File: config.mk
export PLATFORM = sky130hd
export DESIGN_NAME = seven_segment_display_formatter
export DESIGN_NICKNAME = d
export VERILOG_FILES = /design/src/hw/rtl/ssdf_pkg.sv /design/src/hw/rtl/ssdf_dabble.sv /design/src/hw/rtl/ssdf_format.sv /design/src/hw/rtl/ssdf_serializer.sv /design/src/hw/rtl/seven_segment_display_formatter.sv
export SDC_FILE = /design/constraint.sdc
export NUM_CORES = 2
export LEC_CHECK = 0
export ABC_AREA = 1
export BUFFER_PORTS_ARGS = -buffer_cell sky130_fd_sc_hd__clkbuf_2
export CORE_MARGIN = 2
export CORE_UTILIZATION = 45
export CTS_CLUSTER_DIAMETER = 100
export DETAILED_ROUTE_END_ITERATION = 8
export PLACE_DENSITY = 0.65
export RECOVER_POWER = 100
export SETUP_SLACK_MARGIN = 0.2
export SYNTH_ARGS = -nofsm -noshare
export SYNTH_HDL_FRONTEND = slang
export SYNTH_SLANG_ARGS = --single-unit
File: constraint.sdc
create_clock -name clk -period 14.25 [get_ports clk]
set_input_delay 0.7125 -clock clk [delete_from_list [all_inputs] [get_ports clk]]
set_output_delay 0.7125 -clock clk [all_outputs]
set_load 0.05 [all_outputs]
File: src/hw/rtl/ssdf_pkg.sv
// Shared types and constants for the seven-segment display formatter.
// Holds the command and result transfer structs, the kind codes and the glyph table.
// No dependencies.
`default_nettype none

package ssdf_pkg;

  // Binary width of a numeric operand and the shift-and-add split over the pipeline
  localparam int BIN_W         = 32;
  localparam int DABBLE_STEPS  = 4;
  localparam int DABBLE_STAGES = BIN_W / DABBLE_STEPS;

  // Command kinds
  typedef enum logic [2:0] {
    KIND_RAW        = 3'd0,
    KIND_HEX_DIGIT  = 3'd1,
    KIND_DIRECT     = 3'd2,
    KIND_HEX_NUMBER = 3'd3,
    KIND_DECIMAL    = 3'd4
  } kind_t;

  // One command transfer
  typedef struct packed {
    logic [2:0]       kind;
    logic [2:0]       position;
    logic [BIN_W-1:0] value_low;
    logic [BIN_W-1:0] value_high;
  } cmd_t;

  // One display register write
  typedef struct packed {
    logic [3:0] grid_register;
    logic [7:0] segments;
    logic       last;
  } result_t;

  // Hex digit to segment pattern
  function automatic logic [7:0] glyph(input logic [3:0] nib);
    logic [7:0] seg;
    unique case (nib)
      4'h0: seg = 8'h3F;
      4'h1: seg = 8'h06;
      4'h2: seg = 8'h5B;
      4'h3: seg = 8'h4F;
      4'h4: seg = 8'h66;
      4'h5: seg = 8'h6D;
      4'h6: seg = 8'h7D;
      4'h7: seg = 8'h07;
      4'h8: seg = 8'h7F;
      4'h9: seg = 8'h6F;
      4'hA: seg = 8'h77;
      4'hB: seg = 8'h7C;
      4'hC: seg = 8'h39;
      4'hD: seg = 8'h5E;
      4'hE: seg = 8'h79;
      4'hF: seg = 8'h71;
    endcase
    return seg;
  endfunction

endpackage

`default_nettype wire

File: src/hw/rtl/ssdf_dabble.sv
// One pipeline stage of the binary to BCD converter (shift-and-add-3).
// Carries the command alongside; depends on ssdf_pkg.
`default_nettype none

module ssdf_dabble import ssdf_pkg::*; #(
  parameter int DIGITS = 8
) (
  input  wire logic                  clk,
  input  wire logic                  rst,
  input  wire logic                  in_valid,
  output logic                       in_ready,
  input  wire cmd_t                  in_cmd,
  input  wire logic [4*DIGITS-1:0]   in_bcd,
  input  wire logic [BIN_W-1:0]      in_bin,
  output logic                       out_valid,
  input  wire logic                  out_ready,
  output cmd_t                       out_cmd,
  output logic [4*DIGITS-1:0]        out_bcd,
  output logic [BIN_W-1:0]           out_bin
);

  localparam int BCD_W = 4 * DIGITS;

  logic [BCD_W-1:0] bcd_next;
  logic [BIN_W-1:0] bin_next;

  // DABBLE_STEPS correct-then-shift steps; digits above DIGITS drop out, giving mod 10^DIGITS
  always_comb begin
    bcd_next = in_bcd;
    bin_next = in_bin;
    for (int s = 0; s < DABBLE_STEPS; s++) begin
      for (int d = 0; d < DIGITS; d++) begin
        if (bcd_next[4*d +: 4] >= 4'd5) begin
          bcd_next[4*d +: 4] = bcd_next[4*d +: 4] + 4'd3;
        end
      end
      if (BCD_W > 1) begin
        bcd_next = {bcd_next[BCD_W-2:0], bin_next[BIN_W-1]};
      end
      bin_next = {bin_next[BIN_W-2:0], 1'b0};
    end
  end

  assign in_ready = !out_valid || out_ready;

  // Valid bit
  always_ff @(posedge clk) begin
    if (rst) begin
      out_valid <= 1'b0;
    end else if (in_ready) begin
      out_valid <= in_valid;
    end
  end

  // Payload
  always_ff @(posedge clk) begin
    if (in_valid && in_ready) begin
      out_cmd <= in_cmd;
      out_bcd <= bcd_next;
      out_bin <= bin_next;
    end
  end

endmodule

`default_nettype wire

File: src/hw/rtl/ssdf_format.sv
// Formatting stage: turns a command and its decimal digits into segment bytes.
// Depends on ssdf_pkg (types, glyph table).
`default_nettype none

module ssdf_format import ssdf_pkg::*; #(
  parameter int DIGITS = 8
) (
  input  wire logic                  clk,
  input  wire logic                  rst,
  input  wire logic                  in_valid,
  output logic                       in_ready,
  input  wire cmd_t                  in_cmd,
  input  wire logic [4*DIGITS-1:0]   in_bcd,
  output logic                       out_valid,
  input  wire logic                  out_ready,
  output logic [8*DIGITS-1:0]        out_segs,
  output logic                       out_single,
  output logic [2:0]                 out_position
);

  logic [8*DIGITS-1:0] segs_next;
  logic [2*BIN_W-1:0]  bytes;
  logic                single_next;

  assign bytes = {in_cmd.value_high, in_cmd.value_low};

  // Segment bytes per kind; single-digit kinds use slot 0
  always_comb begin
    segs_next   = '0;
    single_next = 1'b0;
    unique case (in_cmd.kind)
      KIND_RAW: begin
        segs_next[7:0] = in_cmd.value_low[7:0];
        single_next    = 1'b1;
      end
      KIND_HEX_DIGIT: begin
        segs_next[7:0] = glyph(in_cmd.value_low[3:0]);
        single_next    = 1'b1;
      end
      KIND_DIRECT: begin
        for (int i = 0; i < DIGITS; i++) begin
          segs_next[8*i +: 8] = bytes[8*i +: 8];
        end
      end
      KIND_HEX_NUMBER: begin
        for (int i = 0; i < DIGITS; i++) begin
          segs_next[8*i +: 8] = glyph(in_cmd.value_low[4*i +: 4]);
        end
      end
      KIND_DECIMAL: begin
        for (int i = 0; i < DIGITS; i++) begin
          segs_next[8*i +: 8] = glyph(in_bcd[4*i +: 4]);
        end
      end
      default: begin
        segs_next   = '0;
        single_next = 1'b1;
      end
    endcase
  end

  assign in_ready = !out_valid || out_ready;

  // Valid bit
  always_ff @(posedge clk) begin
    if (rst) begin
      out_valid <= 1'b0;
    end else if (in_ready) begin
      out_valid <= in_valid;
    end
  end

  // Payload
  always_ff @(posedge clk) begin
    if (in_valid && in_ready) begin
      out_segs     <= segs_next;
      out_single   <= single_next;
      out_position <= in_cmd.position;
    end
  end

endmodule

`default_nettype wire

File: src/hw/rtl/ssdf_serializer.sv
// Output serializer: emits one display register write per cycle from a formatted item.
// Depends on ssdf_pkg (result_t).
`default_nettype none

module ssdf_serializer import ssdf_pkg::*; #(
  parameter int DIGITS = 8
) (
  input  wire logic                  clk,
  input  wire logic                  rst,
  input  wire logic                  in_valid,
  output logic                       in_ready,
  input  wire logic [8*DIGITS-1:0]   in_segs,
  input  wire logic                  in_single,
  input  wire logic [2:0]            in_position,
  output logic                       strobe,
  output result_t                    result
);

  localparam int IDX_W = (DIGITS > 1) ? $clog2(DIGITS) : 1;

  logic                active;
  logic [IDX_W-1:0]    idx;
  logic [8*DIGITS-1:0] segs;
  logic                single;
  logic [2:0]          position;
  logic                last_write;
  logic [2:0]          pos_now;

  // Current write
  assign last_write = single || (idx == IDX_W'(DIGITS - 1));
  assign pos_now    = single ? position : 3'(idx);
  assign strobe     = active;
  assign result.grid_register = {~pos_now, 1'b0};
  assign result.segments      = segs[8*idx +: 8];
  assign result.last          = last_write;

  // Take the next item in the cycle the current one finishes
  assign in_ready = !active || last_write;

  always_ff @(posedge clk) begin
    if (rst) begin
      active <= 1'b0;
      idx    <= '0;
    end else if (in_ready) begin
      active <= in_valid;
      idx    <= '0;
    end else begin
      idx <= idx + 1'b1;
    end
  end

  always_ff @(posedge clk) begin
    if (in_valid && in_ready) begin
      segs     <= in_segs;
      single   <= in_single;
      position <= in_position;
    end
  end

  // Single-digit items are always a lone write
  a_single_last: assert property (@(posedge clk) disable iff (rst)
    active && single |-> result.last)
    else $error("single-digit write without last");

  // A multi-write item continues without gaps, stepping the digit index
  a_no_gap: assert property (@(posedge clk) disable iff (rst)
    active && !last_write |=> active && (idx == IDX_W'($past(idx) + 1'b1)))
    else $error("serializer dropped or repeated a digit");

  // Nothing is emitted right after reset
  a_reset_quiet: assert property (@(posedge clk)
    rst |=> !strobe)
    else $error("strobe after reset");

endmodule

`default_nettype wire

File: src/hw/rtl/seven_segment_display_formatter.sv
// Formats commands into display register writes for an eight-digit seven-segment
// grid: raw or hex digit at one position, direct bytes, hex number or decimal number.
// A command is taken when start is high and busy low; writes come out one per cycle,
// marked by strobe, and the receiver cannot stall them. Single-digit commands produce
// one write, multi-digit commands produce DIGITS writes, unknown kinds produce none.
// The output serializer sets the rate, as it holds each command for all of its writes,
// with a new command accepted every cycle while the pipeline has room. The first write
// of a command reaches the result ports after ten register stages (eight
// binary-to-decimal stages, one formatting stage, one output stage).
`default_nettype none

module seven_segment_display_formatter import ssdf_pkg::*; #(
  parameter int DIGITS = 8
) (
  input  wire logic    clk,
  input  wire logic    rst,
  input  wire logic    start,
  output logic         busy,
  input  wire cmd_t    cmd,
  output logic         strobe,
  output result_t      result
);

  localparam int BCD_W = 4 * DIGITS;

  logic                kind_ok;
  logic                dab_valid [DABBLE_STAGES+1];
  logic                dab_ready [DABBLE_STAGES+1];
  cmd_t                dab_cmd   [DABBLE_STAGES+1];
  logic [BCD_W-1:0]    dab_bcd   [DABBLE_STAGES+1];
  logic [BIN_W-1:0]    dab_bin   [DABBLE_STAGES+1];
  logic                fmt_valid;
  logic                fmt_ready;
  logic [8*DIGITS-1:0] fmt_segs;
  logic                fmt_single;
  logic [2:0]          fmt_position;

  // Unknown kinds are taken and dropped
  assign kind_ok = (cmd.kind == KIND_RAW) || (cmd.kind == KIND_HEX_DIGIT) ||
                   (cmd.kind == KIND_DIRECT) || (cmd.kind == KIND_HEX_NUMBER) ||
                   (cmd.kind == KIND_DECIMAL);

  assign dab_valid[0] = start && kind_ok;
  assign dab_cmd[0]   = cmd;
  assign dab_bcd[0]   = '0;
  assign dab_bin[0]   = cmd.value_low;
  assign busy         = !dab_ready[0];

  // Binary to decimal pipeline
  for (genvar g = 0; g < DABBLE_STAGES; g++) begin : g_dabble
    ssdf_dabble #(.DIGITS(DIGITS)) u_dabble (
      .clk       (clk),
      .rst       (rst),
      .in_valid  (dab_valid[g]),
      .in_ready  (dab_ready[g]),
      .in_cmd    (dab_cmd[g]),
      .in_bcd    (dab_bcd[g]),
      .in_bin    (dab_bin[g]),
      .out_valid (dab_valid[g+1]),
      .out_ready (dab_ready[g+1]),
      .out_cmd   (dab_cmd[g+1]),
      .out_bcd   (dab_bcd[g+1]),
      .out_bin   (dab_bin[g+1])
    );
  end

  // Segment formatting
  ssdf_format #(.DIGITS(DIGITS)) u_format (
    .clk          (clk),
    .rst          (rst),
    .in_valid     (dab_valid[DABBLE_STAGES]),
    .in_ready     (dab_ready[DABBLE_STAGES]),
    .in_cmd       (dab_cmd[DABBLE_STAGES]),
    .in_bcd       (dab_bcd[DABBLE_STAGES]),
    .out_valid    (fmt_valid),
    .out_ready    (fmt_ready),
    .out_segs     (fmt_segs),
    .out_single   (fmt_single),
    .out_position (fmt_position)
  );

  // One write per cycle
  ssdf_serializer #(.DIGITS(DIGITS)) u_serializer (
    .clk         (clk),
    .rst         (rst),
    .in_valid    (fmt_valid),
    .in_ready    (fmt_ready),
    .in_segs     (fmt_segs),
    .in_single   (fmt_single),
    .in_position (fmt_position),
    .strobe      (strobe),
    .result      (result)
  );

endmodule

`default_nettype wire

==> reports/results.ini <==
[hold_path]
hold_path_depth = 1
min_path_type = primary input to flop

[run_status]
outcome = finished with violations
failed_checks = capacitance limit, slew limit

[sta]
skew_ps = 38.82
slew_headroom_pct = -150.7
max_freq_mhz = 115.0
hold_violations = 0
min_period_ps = 8699
rsz0062_at_grt = no
tightest_slew_ps = 3760
drv_slew = 1072
fin_crit_sh_pct = 61.05
finalSetupViolCount = 0
tns_ps = 0
fin_ws_ps = 5551

[critical_path]
regToRegStartpoint = u_serializer.idx[1]$_SDFF_PP0_
crit_required_ps = 14820
cp-start-kind = flop
reg2reg_depth = 17
crit_fanout = 66
crit_path_end_kind = flop
rrSetupSlack_ps = 5550
crit_start = u_serializer.idx[1]$_SDFF_PP0_
worst-setup-path-type = flop to flop
crit_arrival_ps = 9270

[finish]
layout_common_cells = nand2_1 (1038), edfxtp_1 (860), inv_1 (809)
nNetsFinal = 5614
instances_no_fill = 6730
area.growth.synth_to_final_pct = 10.77
final_layout_size_suffix_gt1_share_pct = 7.383
antenna_cells = 0
layout_commonest_cell = nand2_1
fin_util_pct = 50.22

[placement]
hpwlAfterDp_um = 67420
globalplace.congestion = 0.8648
pre_cts_ws_ps = 9526
port_buffers = 86
place_inst = 6541

[logic_synthesis]
synthArstFlopShare_pct = 0
yosysTopAreaCell = edfxtp_1
synth-edff-count = 860
ys.warnings.count = 0
syn_inst = 4998
avgSynthCellArea_um2 = 10.02
ys_types = 55
syn_area_um2 = 50100
synthDominantCellAreaShare_pct = 51.54
ys_seq_elements = 985
yosys-top-cells-area = edfxtp_1 (52%), ha_1 (9.6%), nand2_1 (7.7%), inv_1 (6.1%), dfxtp_1 (5.0%)
synthFlopType = edfxtp_1
yosysSeqAreaShare_pct = 56.54
synth_nets = 5454

[die]
io_pins = 88
core_area_um2 = 110500
die_y_um = 337.7
die_area_um2 = 114000
rows = 122
die_w_um = 337.7
start_util_pct = 45.34

[drt]
antenna_left = 0
dr.first_iter.drc_count = 1998
routed_wl_um = 93650
route.vias.total = 32789
viasPerCell = 4.872
firstDrtPassIters = 5
route.detailed.drc = 0
routedWlPerCell_um = 13.92

[pwr]
power_leakage_uw = 0.02407
p_per_area_nw_per_um2 = 123.1
finalPower_uw = 6834
max-vdd-ir-drop_uv = 145.2

[clocking]
ctsHoldBuffers = 0
cts_buffers = 103
cts_num_sinks = 985
path_clk_slew_ps = 60
cts_setup_buffers = 0
cts_max_path_buffers = 3
cts_tree = yes
clk_latency_ps = 680
postCtsResizedCells = 0
htree_levels = 3
clock-root-buffer = clkbuf_16

[global_route]
antenna_found_initial = 0
grt_overflow_total = 0
gr-usage-all-layers_pct = 16.60
grt_max_degree = 73
grt_pass1_wl_um = 153100
grt_pass1_vias = 31459

[job]
max-cap-violations = 22

==> cells by family (layout without fill, tap and decap cells) <==
group | count (synthesis) | count (layout) | share of synthesized area [%]
AND/OR/NAND/NOR | 1835 | 1835 | 16.00
flip-flops | 985 | 985 | 56.54
buffers and inverters | 877 | 1121 | 6.600
AO/OA/AOI/OAI | 748 | 748 | 8.186
adder cells (fa/ha/maj) | 383 | 383 | 9.564
XOR/XNOR | 153 | 153 | 2.779
multiplexers | 16 | 16 | 0.3221
other | 1 | 1 | 0.007485
==> worst min path at each step <==
stage                                                     startpoint                                    endpoint  slack, ps
after floorplan            g_dabble[0].u_dabble.out_cmd[0]$_DFFE_PP_   g_dabble[1].u_dabble.out_cmd[0]$_DFFE_PP_        400
after global placement    g_dabble[0].u_dabble.out_cmd[48]$_DFFE_PP_  g_dabble[1].u_dabble.out_cmd[48]$_DFFE_PP_        400
after detailed placement  g_dabble[0].u_dabble.out_cmd[33]$_DFFE_PP_  g_dabble[1].u_dabble.out_cmd[33]$_DFFE_PP_        400
after CTS                                                    cmd[16]  g_dabble[0].u_dabble.out_cmd[16]$_DFFE_PP_        150
after global routing                                          cmd[2]   g_dabble[0].u_dabble.out_cmd[2]$_DFFE_PP_        160
final                                                        cmd[16]  g_dabble[0].u_dabble.out_cmd[16]$_DFFE_PP_        210
==> per-stage QoR <==
stage / instance area (µm²) / hold slack [ps]
after floorplan: 50100 / 400.3
final: 55500 / 205.1
after CTS: 55740 / 152.2
after global routing: 55500 / 163.8
after detailed placement: 52410 / 404.5
after global placement: 52410 / 400.6
==> cells in the mapped netlist, drive strengths merged, types with 23 or more instances <==
master  number
or2         65
a31oi       23
nand3b      26
ha         383
nor2       322
dfxtp      125
o21ai      462
nand3      303
inv        825
xor2       147
a21oi      166
edfxtp     860
nand2     1085
o22ai       37
clkbuf      41
==> worst max-delay path: stages, from the launching register on <==
cell and delay, ps:
dfxtp_1 760, ha_1 270, ha_1 150, inv_1 70, nand3_1 120, nor2_1 50
inv_1 90, nor2_1 50, inv_1 80, nand2_1 80, clkinvlp_2 1640, clkbuf_1 1920
clkbuf_1 1910, nand3_1 690, nand2_1 400, nand2_1 140, nand3_1 90, nand2_1 50
==> final cells by class <==
| type | instances | area, µm² |
|---|---|---|
| Sequential cell | 985 | 28330 |
| Fill cell | 9890 | 55020 |
| Multi-Input combinational cell | 3136 | 18390 |
| Inverter | 826 | 3105 |
| Clock inverter | 52 | 494.2 |
| Tap cell | 1488 | 1862 |
| Clock buffer | 137 | 2840 |
| Timing Repair Buffer | 106 | 479.2 |
==> routing by layer <==
| layer | vias up | track usage, % | part of all wire [%] |
|---|---|---|---|
| li1 | 16895 | - | - |
| met5 | - | 0 | 0 |
| met1 | 15235 | 21.68 | 46 |
| met4 | 0 | 5.210 | 2.8 |
| met3 | 151 | 2.214 | 3.7 |
| met2 | 508 | 28.60 | 47 |
==> power by group <==
part	switching (µW)	internal, µW
Combinational	621	335
Clock	1110	1520
Sequential	18.0	3230
(Power assumes the default switching activity.)
